--- src/hdl/uer_pkg.sv ---
package uer_pkg;

  localparam int CNT_W  = 17;
  localparam int DUR_W  = 16;
  localparam int DIST_W = 11;
  localparam int ADDR_W = 4;
  localparam int DATA_W = 32;

  // Phase codes
  localparam logic [2:0] PH_IDLE  = 3'd0;
  localparam logic [2:0] PH_SETUP = 3'd1;
  localparam logic [2:0] PH_PULSE = 3'd2;
  localparam logic [2:0] PH_RISE  = 3'd3;
  localparam logic [2:0] PH_HIGH  = 3'd4;

  // Operation codes
  localparam logic OP_TICK  = 1'b0;
  localparam logic OP_START = 1'b1;

  // Register indexes (paddr[3:2])
  localparam logic [1:0] REG_TIMEOUT = 2'd0;
  localparam logic [1:0] REG_SETUP   = 2'd1;
  localparam logic [1:0] REG_PULSE   = 2'd2;

  localparam logic [15:0] TIMEOUT_RST = 16'd6500;
  localparam logic [7:0]  SETUP_RST   = 8'd5;
  localparam logic [7:0]  PULSE_RST   = 8'd10;

  // floor(d*10/582) = floor(d*5/291) = (d * 5 * ceil(2^28/291)) >> 28, exact for d < 2^16
  localparam int           DIST_SHIFT = 28;
  localparam logic [22:0]  DIST_MUL   = 23'd4612295;
  localparam int           PROD_W     = DUR_W + 23;

  typedef struct packed {
    logic [15:0] timeout_limit;
    logic [7:0]  trigger_setup_ticks;
    logic [7:0]  trigger_pulse_ticks;
  } cfg_t;

  typedef struct packed {
    logic op;
    logic sensor;
    logic echo_left;
    logic echo_right;
  } in_word_t;

  typedef struct packed {
    logic [DIST_W-1:0] distance_cm;
    logic              timed_out;
    logic              done_res;
    logic              busy_res;
    logic              trigger_right;
    logic              trigger_left;
  } out_word_t;

endpackage

--- src/hdl/uer_cfg_regs.sv ---
module uer_cfg_regs
  import uer_pkg::*;
(
  input  logic              clk,
  input  logic              rst_n,
  input  logic              psel,
  input  logic              penable,
  input  logic              pwrite,
  input  logic [ADDR_W-1:0] paddr,
  input  logic [DATA_W-1:0] pwdata,
  output logic [DATA_W-1:0] prdata,
  output cfg_t              cfg
);

  cfg_t cfg_r;
  cfg_t cfg_nxt;
  logic wr_en;

  assign wr_en = psel && penable && pwrite;

  always_comb begin
    cfg_nxt = cfg_r;
    if (wr_en) begin
      case (paddr[3:2])
        REG_TIMEOUT: cfg_nxt.timeout_limit       = pwdata[15:0];
        REG_SETUP:   cfg_nxt.trigger_setup_ticks = pwdata[7:0];
        REG_PULSE:   cfg_nxt.trigger_pulse_ticks = pwdata[7:0];
        default:     cfg_nxt = cfg_r;
      endcase
    end
  end

  always_ff @(posedge clk) begin
    if (!rst_n) begin
      cfg_r.timeout_limit       <= TIMEOUT_RST;
      cfg_r.trigger_setup_ticks <= SETUP_RST;
      cfg_r.trigger_pulse_ticks <= PULSE_RST;
    end else begin
      cfg_r <= cfg_nxt;
    end
  end

  always_comb begin
    case (paddr[3:2])
      REG_TIMEOUT: prdata = {16'd0, cfg_r.timeout_limit};
      REG_SETUP:   prdata = {24'd0, cfg_r.trigger_setup_ticks};
      REG_PULSE:   prdata = {24'd0, cfg_r.trigger_pulse_ticks};
      default:     prdata = '0;
    endcase
  end

  assign cfg = cfg_r;

endmodule

--- src/hdl/uer_in_reg.sv ---
module uer_in_reg
  import uer_pkg::*;
(
  input  logic     clk,
  input  logic     rst_n,
  input  logic     in_valid,
  output logic     in_ready,
  input  in_word_t in_word,
  output logic     s1_valid,
  output in_word_t s1_word,
  input  logic     s1_take
);

  logic     valid_r;
  logic     valid_nxt;
  in_word_t word_r;

  // Refill in the same cycle the held word moves on
  assign in_ready  = !valid_r || s1_take;
  assign valid_nxt = (in_valid && in_ready) || (valid_r && !s1_take);

  always_ff @(posedge clk) begin
    if (!rst_n) begin
      valid_r <= 1'b0;
    end else begin
      valid_r <= valid_nxt;
    end
  end

  always_ff @(posedge clk) begin
    if (in_valid && in_ready) begin
      word_r <= in_word;
    end
  end

  assign s1_valid = valid_r;
  assign s1_word  = word_r;

endmodule

--- src/hdl/uer_ctrl.sv ---
module uer_ctrl
  import uer_pkg::*;
(
  input  logic      clk,
  input  logic      rst_n,
  input  cfg_t      cfg,
  input  logic      s1_valid,
  input  in_word_t  s1_word,
  output logic      s1_take,
  output logic      out_valid,
  input  logic      out_ready,
  output out_word_t out_word
);

  logic [2:0]       phase_r, phase_nxt;
  logic [CNT_W-1:0] count_r, count_nxt;
  logic [CNT_W-1:0] dur_r, dur_nxt;
  logic             sensor_r, sensor_nxt;
  logic             valid_r;
  out_word_t        word_r, word_nxt;

  logic [CNT_W-1:0]  limit;
  logic [CNT_W-1:0]  cnt_inc;
  logic [CNT_W-1:0]  dur_inc;
  logic [PROD_W-1:0] prod;
  logic              echo;
  logic              trig;
  logic              done;
  logic              tmo;
  logic [DIST_W-1:0] dist_val;

  assign s1_take = s1_valid && (!valid_r || out_ready);

  // Zero limit means the full 16-bit range
  assign limit = (cfg.timeout_limit == 16'd0) ? {1'b1, 16'd0} : {1'b0, cfg.timeout_limit};
  assign cnt_inc = count_r + CNT_W'(1);
  assign prod = dur_r[DUR_W-1:0] * DIST_MUL;
  assign echo = sensor_r ? s1_word.echo_right : s1_word.echo_left;

  always_comb begin
    phase_nxt  = phase_r;
    count_nxt  = count_r;
    dur_nxt    = dur_r;
    sensor_nxt = sensor_r;
    trig       = 1'b0;
    done       = 1'b0;
    tmo        = 1'b0;
    dist_val   = '0;
    // A rising sample counts as the first high sample
    dur_inc    = ((phase_r == PH_RISE) ? '0 : dur_r) + CNT_W'(1);
    if (s1_word.op == OP_START) begin
      if (phase_r == PH_IDLE) begin
        sensor_nxt = s1_word.sensor;
        count_nxt  = '0;
        dur_nxt    = '0;
        phase_nxt  = (cfg.trigger_setup_ticks == 8'd0) ? PH_PULSE : PH_SETUP;
      end
    end else begin
      case (phase_r)
        PH_SETUP: begin
          count_nxt = cnt_inc;
          if (cnt_inc >= {9'd0, cfg.trigger_setup_ticks}) begin
            phase_nxt = PH_PULSE;
            count_nxt = '0;
          end
        end
        PH_PULSE: begin
          trig      = 1'b1;
          count_nxt = cnt_inc;
          if (cnt_inc >= {9'd0, cfg.trigger_pulse_ticks}) begin
            phase_nxt = PH_RISE;
            count_nxt = '0;
          end
        end
        PH_RISE, PH_HIGH: begin
          if (phase_r == PH_RISE && !echo) begin
            count_nxt = cnt_inc;
            if (cnt_inc >= limit) begin
              done = 1'b1;
              tmo  = 1'b1;
            end
          end else if (echo) begin
            phase_nxt = PH_HIGH;
            count_nxt = '0;
            dur_nxt   = dur_inc;
            if (dur_inc >= limit) begin
              done = 1'b1;
              tmo  = 1'b1;
            end
          end else begin
            done     = 1'b1;
            dist_val = prod[PROD_W-1:DIST_SHIFT];
          end
        end
        default: phase_nxt = PH_IDLE;
      endcase
      if (done) begin
        phase_nxt = PH_IDLE;
        count_nxt = '0;
        dur_nxt   = {1'b0, dur_nxt[DUR_W-1:0]};
      end
    end

    word_nxt.trigger_left  = trig && !sensor_nxt;
    word_nxt.trigger_right = trig && sensor_nxt;
    word_nxt.busy_res      = (phase_nxt != PH_IDLE);
    word_nxt.done_res      = done;
    word_nxt.timed_out     = tmo;
    word_nxt.distance_cm   = dist_val;
  end

  always_ff @(posedge clk) begin
    if (!rst_n) begin
      phase_r  <= PH_IDLE;
      count_r  <= '0;
      dur_r    <= '0;
      sensor_r <= 1'b0;
      valid_r  <= 1'b0;
    end else begin
      if (s1_take) begin
        phase_r  <= phase_nxt;
        count_r  <= count_nxt;
        dur_r    <= dur_nxt;
        sensor_r <= sensor_nxt;
      end
      if (s1_take) begin
        valid_r <= 1'b1;
      end else if (out_ready) begin
        valid_r <= 1'b0;
      end
    end
  end

  always_ff @(posedge clk) begin
    if (s1_take) begin
      word_r <= word_nxt;
    end
  end

  assign out_valid = valid_r;
  assign out_word  = word_r;

endmodule

--- src/hdl/ultrasonic_echo_ranger.sv ---
// Ranging controller for two ultrasonic echo sensors. Feed one word per
// microsecond tick (tuser 0) and a start word (tuser 1) to begin a
// measurement on the chosen sensor; every input word yields exactly one
// result word carrying the trigger levels, busy, done, timeout and distance
// in cm. The block takes one word per clock while out_tready is high, passing
// it through an input register, then the phase counter update and the distance
// scaling (one constant multiplier) into the result register. Registers:
// 0x0 timeout_limit, 0x4 trigger_setup_ticks, 0x8 trigger_pulse_ticks;
// write them only while no measurement is running.
module ultrasonic_echo_ranger
  import uer_pkg::*;
(
  input  logic              clk,
  input  logic              rst_n,
  input  logic              in_tvalid,
  output logic              in_tready,
  input  logic [7:0]        in_tdata,   // [0] sensor, [1] echo_left, [2] echo_right
  input  logic              in_tuser,   // [0] operation
  output logic              out_tvalid,
  input  logic              out_tready,
  // [0] trigger_left, [1] trigger_right, [2] busy_res, [3] done_res,
  // [4] timed_out, [15:5] distance_cm
  output logic [15:0]       out_tdata,
  input  logic              cfg_psel,
  input  logic              cfg_penable,
  input  logic              cfg_pwrite,
  input  logic [ADDR_W-1:0] cfg_paddr,
  input  logic [DATA_W-1:0] cfg_pwdata,
  output logic [DATA_W-1:0] cfg_prdata,
  output logic              cfg_pready
);

  cfg_t      cfg;
  in_word_t  in_word;
  in_word_t  s1_word;
  logic      s1_valid;
  logic      s1_take;
  out_word_t out_word;

  assign cfg_pready = 1'b1;

  assign in_word.op         = in_tuser;
  assign in_word.sensor     = in_tdata[0];
  assign in_word.echo_left  = in_tdata[1];
  assign in_word.echo_right = in_tdata[2];

  uer_cfg_regs u_cfg (
    .clk     (clk),
    .rst_n   (rst_n),
    .psel    (cfg_psel),
    .penable (cfg_penable),
    .pwrite  (cfg_pwrite),
    .paddr   (cfg_paddr),
    .pwdata  (cfg_pwdata),
    .prdata  (cfg_prdata),
    .cfg     (cfg)
  );

  uer_in_reg u_in (
    .clk      (clk),
    .rst_n    (rst_n),
    .in_valid (in_tvalid),
    .in_ready (in_tready),
    .in_word  (in_word),
    .s1_valid (s1_valid),
    .s1_word  (s1_word),
    .s1_take  (s1_take)
  );

  uer_ctrl u_ctrl (
    .clk       (clk),
    .rst_n     (rst_n),
    .cfg       (cfg),
    .s1_valid  (s1_valid),
    .s1_word   (s1_word),
    .s1_take   (s1_take),
    .out_valid (out_tvalid),
    .out_ready (out_tready),
    .out_word  (out_word)
  );

  assign out_tdata = out_word;

endmodule

--- config.mk ---
export PLATFORM = sky130hd
export DESIGN_NAME = ultrasonic_echo_ranger
export DESIGN_NICKNAME = d
export VERILOG_FILES = /design/src/hdl/uer_pkg.sv /design/src/hdl/uer_cfg_regs.sv /design/src/hdl/uer_in_reg.sv /design/src/hdl/uer_ctrl.sv /design/src/hdl/ultrasonic_echo_ranger.sv
export SDC_FILE = /design/constraint.sdc
export NUM_CORES = 1
export LEC_CHECK = 0
export BUFFER_PORTS_ARGS = -buffer_cell sky130_fd_sc_hd__buf_4
export CAP_MARGIN = 20
export CORE_MARGIN = 1
export CORE_UTILIZATION = 25
export DETAILED_ROUTE_END_ITERATION = 7
export GPL_TIMING_DRIVEN = 0
export SLEW_MARGIN = 20
export SYNTH_ARGS = -nofsm -noshare
export SYNTH_HDL_FRONTEND = slang
export SYNTH_SLANG_ARGS = --single-unit
--- constraint.sdc ---
create_clock -name clk -period 6.9 [get_ports clk]
set_clock_uncertainty 0.15 [all_clocks]
set_input_delay 1.38 -clock clk [delete_from_list [all_inputs] [get_ports clk]]
set_output_delay 1.38 -clock clk [all_outputs]
set_load 0.01 [all_outputs]
======== After elaboration in Yosys (flattened, before gate mapping) ========
Index checks and enable logic that the tools add are counted.
storage, ports and cells
  logic and storage cells ................. 111
  flip-flop bits (word level) ............. 92
  output and inout bits ................... 51
  bits of input ports ..................... 52
operators by class
  multiply operators ...................... 1
  bitwise operators ....................... 1
  mux-type cells .......................... 40
  order comparisons ....................... 4
  add/sub/neg operators ................... 2
  reduce and logical (&&, ||, !) cells .... 34
  eq/ne operators ......................... 9
operator list
  kind                                                                   count
  17-bit two-way mux                                                     14
  17-bit case mux with 3 select lines                                    1
  16-bit case mux with 3 select lines                                    1
  16-bit by 23-bit multiplier with 39-bit output, second input constant  1
  17-bit by 1-bit adder with 17-bit output, second input constant        2
  17-bit >= comparator                                                   2
  17-bit by 8-bit >= comparator with 1-bit output                        2
  3-bit two-way mux                                                      7
  16-bit zero test                                                       1
  1-bit two-way mux                                                      15
  3-bit case mux with 3 select lines                                     1
  3-bit nonzero test                                                     3
  1-bit logical AND                                                      8
  8-bit zero test                                                        1
  2-bit AND reduction                                                    4
  3-bit by 2-bit equality test with 1-bit output, second input constant  2
  1-bit zero test                                                        5
  5-bit by 2-bit != test with 1-bit output, second input constant        1
  5-bit AND reduction                                                    1
  5-bit nonzero test                                                     1
  4-bit AND reduction                                                    1
  2-bit OR reduction                                                     2
  4-bit OR reduction                                                     1
  3-bit by 1-bit equality test with 1-bit output, second input constant  1
  11 further kinds                                                       13

======== Depth between registers and ports, before layout ========
  word-level depth ........................ 12
  depth in mapped cells ................... 21
  mapped depth without buffers ............ 21

======== Modules after synthesis ========
A second synthesis with hierarchy kept.
unflattened totals
  cells, all modules ...................... 1182
  area, all modules ....................... 10985.5 µm²
modules (own cells, without submodules)
  module                  area each (µm²)  instances  seq. area each (µm²)  cells an instance
  uer_ctrl                9156.3           1          1261.2                980
  uer_cfg_regs            1640.3           1          640.6                 191
  uer_in_reg              177.7            1          140.1                 9
  ultrasonic_echo_ranger  11.3             1          0.0                   2

======== Least setup slack after synthesis ========
OpenSTA, ideal clock, no wires.
  kind .................................... flip-flop to flip-flop
  from .................................... reg u_ctrl.dur_r[8]
  to ...................................... reg u_ctrl.word_r, in the netlist u_ctrl.out_word[15] (data pin)
  buffers on the path ..................... 0
  library setup time ...................... 0.266 ns
  data arrival time ....................... 5.177 ns
  period minus slack after synthesis ...... 5.593 ns
  setup slack ............................. 1.307 ns
  stages on the path, launching flop included .. 20
  required time ........................... 6.484 ns
  cells stage by stage .................... dfxtp_1 -> inv_1 -> ha_1 -> inv_1 -> ha_1 -> inv_1 -> fa_1 -> fa_1 -> inv_1 -> fa_1 -> fa_1 -> ha_1 -> nand4_1 -> a2111oi_0 -> o21ai_1 -> a31o_2 -> a311oi_1 -> a221oi_1 -> xnor2_1 -> nor2b_1
on the way
  longest elaborated chain between the ends .. 1
ends and longest elaborated chain
  element                                         RTL line         text
  start, declared                                 uer_ctrl.sv:17   logic [CNT_W-1:0] dur_r, dur_nxt;
  start signal, assigned                          uer_ctrl.sv:123  dur_r <= dur_nxt;
  16-bit by 23-bit multiplier with 39-bit output  uer_ctrl.sv:37   assign prod = dur_r[DUR_W-1:0] * DIST_MUL;
  end signal, assigned                            uer_ctrl.sv:136  word_r <= word_nxt;
  end, declared                                   uer_ctrl.sv:20   out_word_t word_r, word_nxt;
No other way between the ends.
A chain may end at the register's enable or synchronous reset.

======== Worst setup path in the final report ========
Ends and elaborated chain as after synthesis.

==> metrics.yaml <==
job:
  max_cap_viol_count: 0
finish:
  finalNetCount: 1628
  multiInputGateArea_um2: 7890
  seq_area_um2: 2040
  drive_above_1_share_pct: 9.35
  final_area_um2: 12400
  fillers: 4438
  areaGrowthSynthToFinish_pct: 14.1
global_routing:
  grt_max_degree: 20
  grt_pass1_vias: 8653
  grt_antenna_before_repair: 0
  grt_usage_pct: 12.7
  grt_pass1_wl_um: 44800
  grt_overflow: 0
clock_tree:
  cts.sinks: 92
  ctsHoldBuffers: 0
  cts_buffers: 9
  clk_pin_slew_ps: 70
  clk_latency_ps: 340
  cts.repair.resized: 0
  ctsRootBufferMaster: "clkbuf_16"
  cts_max_path_buffers: 2
  post_cts_buffers: 0
  cts_tree: "done"
  htreeDepth: 3
worst_setup_path:
  crit_arrival_ps: 6370
  endpoint_kind: "register"
  worstSetupStartpointType: "register"
  crit_slowest_cell: "dfxtp_1"
  cp_max_fo: 9
  path_cells: "inv_1 -> ha_1 -> inv_1 -> ha_1 -> inv_1 -> fa_1 -> fa_1 -> inv_1 -> fa_1 -> fa_1 -> ha_1 -> nand4_1 -> a2111oi_0 -> o21ai_1 -> a31o_2 -> a311oi_1 -> a221oi_1 -> xnor2_1 -> nor2b_1"
  criticalPathCategory: "reg2reg"
  cpPeakStageDelay_ps: 590
  critical_path_required_ps: 6830
placed_design:
  dp_hpwl_um: 22700
  gp_congestion: 0.875
  pre_cts_ws_ps: 501
  placed_area_um2: 12100
  port_buffers: 62
routing:
  drc: 0
  wl_um: 27100
  antenna_left: 0
  wl_per_cell_um: 14.6
  drt_iter0_markers: 490
  vias: 8567
  vias_per_cell: 4.60
  first_pass_iters: 5
floorplan:
  start_util_pct: 25.6
  rows: 75
  dieHeight_um: 210
  io_pins: 103
  core_um2: 42300
  dieWidth_um: 210
  die_area_um2: 44200
sta:
  fin_hold_ws_ps: 311
  fin_crit_ps: 6430
  fin_setup_tns_ps: 0
  setup_viol: 0
  final-hold-violation-count: 0
  drv_slew: 0
  worst_slew_pin_slew_ps: 797
  post-route-period-util_pct: 93.3
  setup_slack_ps: 465
  max-slew-margin-rel_pct: 46.8
  max_clock_freq_mhz: 155
  grt_setup_unrepaired: "no"
synth:
  synth_seq_cells: 92
  synthArstFlopShare_pct: 0
  seq_area_frac_synth_pct: 18.8
  ys.warnings.count: 0
  netlist_area_um2: 10800
  ys.flop_type: "dfxtp_1"
  synth_edf_count: 20
  synthCells: 1192
  synth_cell_types: 68
  avgSynthCellArea_um2: 9.09
pwr:
  power.total_mw: 1.17
  p_comb_share_pct: 10.4
  clkPwrFrac_pct: 40.9
  intPower_mw: 0.878
  p_sw_share_pct: 24.9
  pwr-share-seq_pct: 48.7
  netSwitchingPower_mw: 0.290
  ir_drop_uv: 114
  p_leak_nw: 6.04
  power_density_nw_per_um2: 94.5
hold_path:
  hold_class: "reg2reg"
status:
  status: "completed"
critical path, delay by kind of cell, from the launching register on:
kind | cells | cell delay, ps
flops | 1 | 590
fa+ha+maj | 7 | 3060
simple gates | 2 | 260
compound gates | 5 | 1600
buf+inv | 4 | 310
xor+xnor | 1 | 200
state kept, by name, indices dropped and copies added, names as in the netlist, 3 cells and up:
name and flops:
u_cfg.cfg 32, u_ctrl.count_r 17, u_ctrl.dur_r 17, u_ctrl.out_word 16, u_in.s1_word 4, u_ctrl.phase_r 3
cells in the final DEF (no fill, tap or decap), types with 21 or more instances in the layout:
master / instances
nand3_1: 21
fa_1: 85
nor3_1: 24
ha_1: 211
nor2_1: 31
nand4_1: 26
a21oi_1: 42
dfxtp_1: 72
mux2i_1: 25
nor2b_1: 39
buf_4: 82
inv_1: 176
nand2_1: 104
o21ai_0: 39
clkbuf_1: 31
power groups by stage:
stage | registers, mW | clock network [mW] | logic, mW
after floorplan | 0.580 | 0 | 0.0703
after global placement | 0.581 | 0 | 0.119
after detailed placement | 0.581 | 0 | 0.121
after CTS | 0.569 | 0.486 | 0.121
after global routing | 0.570 | 0.506 | 0.134
final | 0.569 | 0.477 | 0.121
routing by layer:
layer	wire length [um]	vias up	GRT usage [%]
li1	-	4249	-
met1	12900	4056	17.4
met2	12600	226	21.2
met3	989	36	0.968
met4	555	0	3.65
met5	0	-	0
cells in the mapped netlist (4+ instances only):
cell | number | area share [%]
clkbuf_1 | 29 | 1.0
nor2b_1 | 39 | 2.3
buf_4 | 20 | 1.4
nand4_1 | 26 | 1.5
dfxtp_1 | 72 | 13
a22oi_1 | 13 | 0.90
a21o_1 | 10 | 0.69
nor4_1 | 14 | 0.81
a21boi_0 | 13 | 0.90
nor3_1 | 24 | 1.1
and3_1 | 7 | 0.40
ha_1 | 211 | 24
fa_1 | 85 | 16
a211oi_1 | 8 | 0.55
mux2i_1 | 25 | 2.3
or2_2 | 8 | 0.46
edfxtp_1 | 20 | 5.5
nand2b_1 | 5 | 0.29
a311oi_1 | 4 | 0.32
a2111oi_0 | 4 | 0.32
nor3b_1 | 4 | 0.28
nor2_1 | 31 | 1.1
xor2_1 | 9 | 0.73
o21ai_0 | 39 | 1.8
nand2_1 | 104 | 3.6
o211ai_1 | 14 | 0.97
or3_1 | 14 | 0.81
nand3_1 | 21 | 0.97
xnor2_1 | 17 | 1.4
o21ai_1 | 9 | 0.42
o21a_1 | 7 | 0.48
and2_1 | 10 | 0.58
a21oi_1 | 42 | 1.9
inv_1 | 176 | 6.1
area by class of cell:
class                           count  area share [%]
Multi-Input combinational cell    883            63.8
Sequential cell                    92            16.5
Tap cell                          577            5.84
Inverter                          176            5.34
Timing Repair Buffer               62            3.76
Buffer                             56            2.45
Clock buffer                       12            2.08
Clock inverter                      3           0.182
Antenna cell                        1          0.0202
per-stage QoR:
| stage | instances | utilization, % |
|---|---|---|
| after floorplan | 1207 | - |
| after global placement | 1846 | 28.5 |
| after detailed placement | 1846 | 28.5 |
| after CTS | 1861 | 29.2 |
| after global routing | 1861 | 29.2 |
| final | 1862 | 29.2 |
final timing paths:
kind                          to          startpoint  slack (ps)  cells after the start
max          u_ctrl.out_word[15]     u_ctrl.dur_r[8]         470                     19
min           u_ctrl.count_r[16]  u_ctrl.count_r[16]         310                      2
max reg2reg  u_ctrl.out_word[15]     u_ctrl.dur_r[8]         470                     19
min reg2reg   u_ctrl.count_r[16]  u_ctrl.count_r[16]         310                      2
kinds of logic after synthesis:
logic type,count (synthesis),synth area share (%)
other,2,0.0693
adder cells (fa/ha/maj),296,40.1
flip-flops,92,18.8
XOR/XNOR,26,2.10
AO/OA/AOI/OAI,192,11.9
multiplexers,26,2.41
AND/OR/NAND/NOR,326,15.7
buffers and inverters,232,8.89
Note: power is estimated with default switching activity, not from simulation.
